## src/rtl/core/tdma_ring_phase_observer_core_defines.svh

```systemverilog
// ---------------------------------------------------------------------------
// TDMA ring phase observer assertion macros
// Concurrent assertion wrappers, empty when SYNTH is defined.
// ---------------------------------------------------------------------------
`ifndef TDMA_RING_PHASE_OBSERVER_CORE_DEFINES_SVH
`define TDMA_RING_PHASE_OBSERVER_CORE_DEFINES_SVH
`ifndef SYNTH
// check while out of reset
`define TRPO_ASSERT(lbl, prop) lbl: assert property (@(posedge i_clk) disable iff (!i_rst_n) \
    prop) else $error("trpo assertion failed");
// check that also spans reset
`define TRPO_ASSERT_RST(lbl, prop) lbl: assert property (@(posedge i_clk) \
    prop) else $error("trpo reset assertion failed");
`else
`define TRPO_ASSERT(lbl, prop)
`define TRPO_ASSERT_RST(lbl, prop)
`endif
`endif

```

## src/rtl/core/trpo_pkg.sv

```systemverilog
// ---------------------------------------------------------------------------
// TDMA ring phase observer package
// Constants, register indexes and the stage record of the remainder chain.
// ---------------------------------------------------------------------------
package trpo_pkg;

    localparam int MAX_NODES           = 16;
    localparam int RESOLUTION_LIMIT_NS = 100;
    localparam int NUM_CELLS           = 64;

    // register indexes
    localparam logic [3:0] REG_SCHEDULE_ENABLED  = 4'd0;
    localparam logic [3:0] REG_PERIOD_NS         = 4'd1;
    localparam logic [3:0] REG_WINDOW_OFFSET_NS  = 4'd2;
    localparam logic [3:0] REG_WINDOW_WIDTH_NS   = 4'd3;
    localparam logic [3:0] REG_RING_NODES        = 4'd4;
    localparam logic [3:0] REG_LOCAL_SLOT        = 4'd5;
    localparam logic [3:0] REG_REFERENCE_SLOT    = 4'd6;
    localparam logic [3:0] REG_SCHEDULE_CHECKSUM = 4'd7;

    // one request traveling down the remainder chain
    typedef struct packed {
        logic        vld;
        logic        ok;
        logic [31:0] tx;
        logic [31:0] rx;
        logic [63:0] common;
        logic [31:0] rem_a;
        logic [63:0] div_a;
        logic [31:0] rem_b;
        logic [63:0] div_b;
    } t_stage;

endpackage

```

## src/rtl/core/trpo_cell.sv

```systemverilog
// ---------------------------------------------------------------------------
// TDMA ring phase observer remainder cell
// One restoring-division step for two remainder lanes, registered.
// ---------------------------------------------------------------------------
module trpo_cell (
    input  logic            i_clk,
    input  logic            i_rst_n,
    input  logic            i_en,
    input  logic [31:0]     i_period,
    input  trpo_pkg::t_stage i_prev,
    output trpo_pkg::t_stage o_next
);
    import trpo_pkg::*;

    logic [32:0] w_ta;
    logic [32:0] w_tb;
    t_stage      n_st;
    t_stage      r_st;

    // shift in next dividend bit and subtract period when it fits
    always_comb begin
        w_ta = {i_prev.rem_a, i_prev.div_a[63]};
        w_tb = {i_prev.rem_b, i_prev.div_b[63]};
        if (w_ta >= {1'b0, i_period}) begin
            w_ta = w_ta - {1'b0, i_period};
        end
        if (w_tb >= {1'b0, i_period}) begin
            w_tb = w_tb - {1'b0, i_period};
        end
        n_st       = i_prev;
        n_st.rem_a = w_ta[31:0];
        n_st.rem_b = w_tb[31:0];
        n_st.div_a = {i_prev.div_a[62:0], 1'b0};
        n_st.div_b = {i_prev.div_b[62:0], 1'b0};
    end

    always_ff @(posedge i_clk) begin
        if (!i_rst_n) begin
            r_st.vld <= 1'b0;
        end else if (i_en) begin
            r_st.vld <= n_st.vld;
        end
        if (i_en) begin
            r_st.ok     <= n_st.ok;
            r_st.tx     <= n_st.tx;
            r_st.rx     <= n_st.rx;
            r_st.common <= n_st.common;
            r_st.rem_a  <= n_st.rem_a;
            r_st.div_a  <= n_st.div_a;
            r_st.rem_b  <= n_st.rem_b;
            r_st.div_b  <= n_st.div_b;
        end
    end

    assign o_next = r_st;

endmodule

```

## config.mk

```make
export PLATFORM = sky130hd
export DESIGN_NAME = trpo_cell
export DESIGN_NICKNAME = d
export VERILOG_FILES = /design/src/rtl/core/tdma_ring_phase_observer_core_defines.svh /design/src/rtl/core/trpo_pkg.sv /design/src/rtl/core/trpo_cell.sv
export SDC_FILE = /design/constraint.sdc
export NUM_CORES = 1
export LEC_CHECK = 0
export ABC_AREA = 1
export CAP_MARGIN = 20
export CORE_AREA = 5 5 265 267
export DETAILED_ROUTE_END_ITERATION = 12
export DIE_AREA = 0 0 270 272
export DONT_BUFFER_PORTS = 1
export HOLD_SLACK_MARGIN = 0.02
export SYNTH_ARGS = -nofsm -noshare
export SYNTH_HDL_FRONTEND = slang
export SYNTH_SLANG_ARGS = --single-unit
export TNS_END_PERCENT = 10
```

## constraint.sdc

```tcl
create_clock -name i_clk -period 6 [get_ports i_clk]
set_clock_uncertainty 0.15 [all_clocks]
set_input_delay 0.6 -clock i_clk [delete_from_list [all_inputs] [get_ports i_clk]]
set_output_delay 0.6 -clock i_clk [all_outputs]
set_load 0.05 [all_outputs]
```

======== Word-level counts from Yosys, hierarchy flattened ========
Cells that the tools add are included.
Widths: inputs -> output; s select.
word-level totals
  flip-flop bits (word level) ............. 320
  memories ................................ 0
  output and inout bits ................... 322
  memory bits (read-only) ................. 0
  RAM bits ................................ 0
  input bits .............................. 357
  latch bits .............................. 0
  word-level logic and storage cells ...... 15
operators by class
  bitwise logic cells ..................... 0
  $mul .................................... 0
  $lt $le $gt $ge ......................... 2
  reductions and logical operators ........ 0
  shift-type cells ........................ 0
  $add $sub $neg .......................... 2
  equal/unequal tests ..................... 0
  divide/modulo/power cells ............... 0
  multiplexer cells ....................... 2
operator list
  kind            count
  $ge 33x32->1    2
  $mux 32         2
  $sub 32x32->32  2

======== Depth between registers and ports, before layout ========
  depth in word-level cells ............... 2
  depth in mapped cells ................... 15
  gate-level depth less buffers ........... 15

======== Least setup slack after synthesis ========
OpenSTA, ideal clock, no wires.
  kind .................................... input -> register
  start point ............................. input port i_prev[63] (netlist name)
  end point ............................... register r_st (netlist bit o_next[80]) (data pin)
  arrival ................................. 1,984 ps
  stages .................................. 13
  buffers on the path ..................... 0
  data required time ...................... 5,598 ps
  slack ................................... 3,614 ps
  library setup time ...................... 252 ps
  path through ............................ inv_1 -> ha_1 -> inv_1 -> fa_1 -> nand3_1 -> nand3_1 -> nand2_1 -> nand3_1 -> nand2_1 -> nand2_1 -> xor2_1 -> nand2_1 -> nand2_1
on the way
  cells in the longest elaborated chain, start to end .. 2
  elaborated cells on any way between the ends .. 3
  those cells by class .................... add/sub (1); order compare (1); mux (1)
ends and longest elaborated chain
  item                                            RTL line                          source
  from (decl)                                     trpo_cell.sv:10                   input trpo_pkg::t_stage i_prev,
  $sub 32x32->32 or $ge 33x32->1 (tied branches)  trpo_cell.sv:28, trpo_cell.sv:27
  $mux 32 *                                       trpo_cell.sv:27                   if (w_tb >= {1'b0, i_period}) begin
  net w_tb[16]                                    trpo_cell.sv:16                   logic [32:0] w_tb;
  to (decl)                                       trpo_cell.sv:18                   t_stage r_st;
The timed path passes the listed nets; every way through them passes the cells marked *.
A chain may end at the register's enable or synchronous reset.

======== Worst setup path after layout ========
  start point ............................. input port i_period[20]
  end point ............................... register r_st (netlist bit o_next[179]) (data pin)
on the way
  cells in the longest elaborated chain, start to end .. 2
ends and longest elaborated chain
  item          RTL line         source
  from (decl)   trpo_cell.sv:9   input logic [31:0] i_period,
  $ge 33x32->1  trpo_cell.sv:24  if (w_ta >= {1'b0, i_period}) begin
  $mux 32       trpo_cell.sv:24
  net w_ta[19]  trpo_cell.sv:15  logic [32:0] w_ta;
The timed path passes the listed nets, and every way through them passes these cells.

==> results.sh <==
export IMPL_status="complete, no violations"
export IMPL_postCtsSetupBuffers=0
export IMPL_cp_start_kind="input port"
export IMPL_synth_compound_area_frac=0.0135
export IMPL_htreeDepth=2
export IMPL_via_per_inst=4.48
export IMPL_seq_area_frac_synth=0.608
export IMPL_tns_ns=0
export IMPL_maxSlewViolCount=0
export IMPL_drtIter0Drc=859
export IMPL_place_ws_ns=2.42
export IMPL_grt_pass1_vias=12600
export IMPL_path_clk_slew_ns=0.06
export IMPL_power_density_mw_per_mm2=339
export IMPL_die_width_um=270
export IMPL_layout_commonest_cell="nand2_1"
export IMPL_p_seq_frac=0.523
export IMPL_endpoint_kind="flip-flop"
export IMPL_synthSimpleGateAreaFrac=0.233
export IMPL_arrival_ns=3.22
export IMPL_r2r_cells=3
export IMPL_grt_pass1_wl_um=111000
export IMPL_ant_nets=0
export IMPL_io_pins=679
export IMPL_setup_violations_final=0
export IMPL_largest_reg_flops=320
export IMPL_hp_class="input port to flip-flop"
export IMPL_dpl_hpwl_um=67700
export IMPL_cts_root_buf="clkbuf_16"
export IMPL_cts_hold_buf=260
export IMPL_power_internal_mw=4.50
export IMPL_whs_ns=0.104
export IMPL_slowest_delay_ns=0.44
export IMPL_drive_above_1_share=0.0569
export IMPL_hold_viol=0
export IMPL_clk_path_buf_depth=3
export IMPL_dieArea_mm2=0.0734
export IMPL_wl_per_cell_um=29.9
export IMPL_tightest_slew_ns=0.931
export IMPL_cts_tree="done"
export IMPL_path_class="input port to flip-flop"
export IMPL_max_freq_mhz=339
export IMPL_hold_depth=2
export IMPL_slew_headroom=0.377
export IMPL_synth_fa_ha_area_frac=0.0532
export IMPL_wl_um=84500
export IMPL_final_nets=2328
export IMPL_ys_types=34
export IMPL_drtPass1Iterations=5
export IMPL_pwr_share_comb=0.122
export IMPL_overflow=0
export IMPL_antenna_found_initial=21
export IMPL_synth_top_family_by_area="simple AND/OR/NAND/NOR gates"
export IMPL_yosysWarnings=0
export IMPL_syn_area_mm2=0.0158
export IMPL_synthCells=1617
export IMPL_drc_errors=0
export IMPL_area_growth_pct=31.7
export IMPL_place_gp_congestion=0.906
export IMPL_cts_resized=0
export IMPL_netSwitchingPower_mw=2.54
export IMPL_p_sw_frac=0.361
export IMPL_leakagePower_nw=9.18
export IMPL_vias=12700
export IMPL_required_ns=6.27
export IMPL_clock_sinks=320
export IMPL_cp_common_cell="nand2_1"
export IMPL_die_y_um=272
export IMPL_setup_ws_ns=3.05
export IMPL_core_area_mm2=0.0679
export IMPL_grt_total_usage=0.218
export IMPL_synth_seq_cells=320
export IMPL_rsz0062_at_grt="no"
export IMPL_synthMuxAreaShare=0
export IMPL_period_share=0.491
export IMPL_utilization=0.307
export IMPL_peakVddDrop_mv=0.192
export IMPL_maxCapViolCount=0
export IMPL_syn_avg_cell_area_um2=9.77
export IMPL_crit_fanout=33
export IMPL_port_buffers=0
export IMPL_final_cell_mix="nand2_1, edfxtp_1, inv_1"
export IMPL_clkLatencyLatePin_ns=0.56
export IMPL_fin_crit_ns=2.95
export IMPL_crit_slowest_cell="ha_1"
export IMPL_grt_max_degree=232
export IMPL_crit_chain="inv_1, ha_1, nand2_1, nor2_1, nand2_1, nor2_1, nand3b_1, nand3_2, nor2_4, buf_4, nand2_4, nand2_1, nand2_1"
export IMPL_cts_buffers=41
export IMPL_initial_core_util=0.233
export IMPL_p_clk_frac=0.355
export IMPL_core_rowCount=96
export IMPL_synth_xor_area_share=0.0166
-- synthesized netlist by cell type (all sizes together) --
| cell | count | share of area |
|---|---|---|
| inv | 280 | 0.067 |
| conb | 1 | 0.00024 |
| nor3b | 1 | 0.00048 |
| a21oi | 36 | 0.011 |
| xor2 | 30 | 0.017 |
| nand3b | 11 | 0.0052 |
| nand2 | 597 | 0.15 |
| buf | 20 | 0.0093 |
| and2 | 12 | 0.0048 |
| o21ai | 2 | 0.00063 |
| fa | 2 | 0.0025 |
| ha | 64 | 0.051 |
| nand4 | 5 | 0.0020 |
| or2 | 2 | 0.00079 |
| a211oi | 1 | 0.00048 |
| o21bai | 1 | 0.00048 |
| a21o | 1 | 0.00048 |
| nor2 | 88 | 0.024 |
| nor3 | 17 | 0.0067 |
| nand3 | 126 | 0.044 |
| dfxtp | 1 | 0.0013 |
| edfxtp | 319 | 0.61 |
-- critical path, delay by kind of cell --
kind / cells / cell delay (ns)
adders and majority gates: 1 / 0.44
and+or+nand+nor: 10 / 1.79
buffers and inverters: 2 / 0.34
-- stage by stage --
stage	instance area (µm²)	cells	power, mW
detailed placement	16800	2482	4.42
finish	20800	2829	7.05
floorplan	15800	1618	4.03
global route	20800	2822	7.33
global placement	16800	2482	4.43
CTS	20800	2814	7.17
-- power groups by stage --
stage	sequential [mW]	clock, mW	combinational [mW]
6_report	3.68	2.50	0.861
5_1_grt	3.69	2.69	0.952
4_1_cts	3.71	2.61	0.859
3_5_place_dp	3.74	0	0.680
3_3_place_gp	3.75	0	0.679
2_1_floorplan	3.55	0	0.486
-- per-layer routing --
metal  GRT usage  wire (µm)  vias to the layer above
li1            -          -                     5793
met1       0.230      30100                     6171
met2       0.394      43000                      580
met3      0.0848       7770                      118
met4      0.0794       3480                       20
met5    0.000658        127                        -
-- final cells by class --
cell class / instances / area (µm²)
Clock inverter: 28 / 319
Timing Repair Buffer: 264 / 2670
Tap cell: 882 / 1100
Sequential cell: 320 / 9600
Antenna cell: 13 / 32.5
Multi-Input combinational cell: 998 / 5000
Fill cell: 7002 / 47100
Inverter: 280 / 1050
Clock buffer: 44 / 1040
-- worst paths after layout --
kind	slack [ns]	endpoint	from
max reg2reg	4.02	o_next[321]$_SDFFE_PN0P_	o_next[321]$_SDFFE_PN0P_
min reg2reg	1.37	o_next[321]$_SDFFE_PN0P_	o_next[321]$_SDFFE_PN0P_
max	3.05	o_next[179]$_DFFE_PP_	i_period[20]
min	0.10	o_next[188]$_DFFE_PP_	i_prev[187]
-- cell families after synthesis --
family | Yosys count
fa+ha+maj | 66
simple gates | 859
buf+inv | 300
flops | 320
other cells | 1
compound gates | 41
xor+xnor | 30
Note: power is estimated with default switching activity, not from simulation.
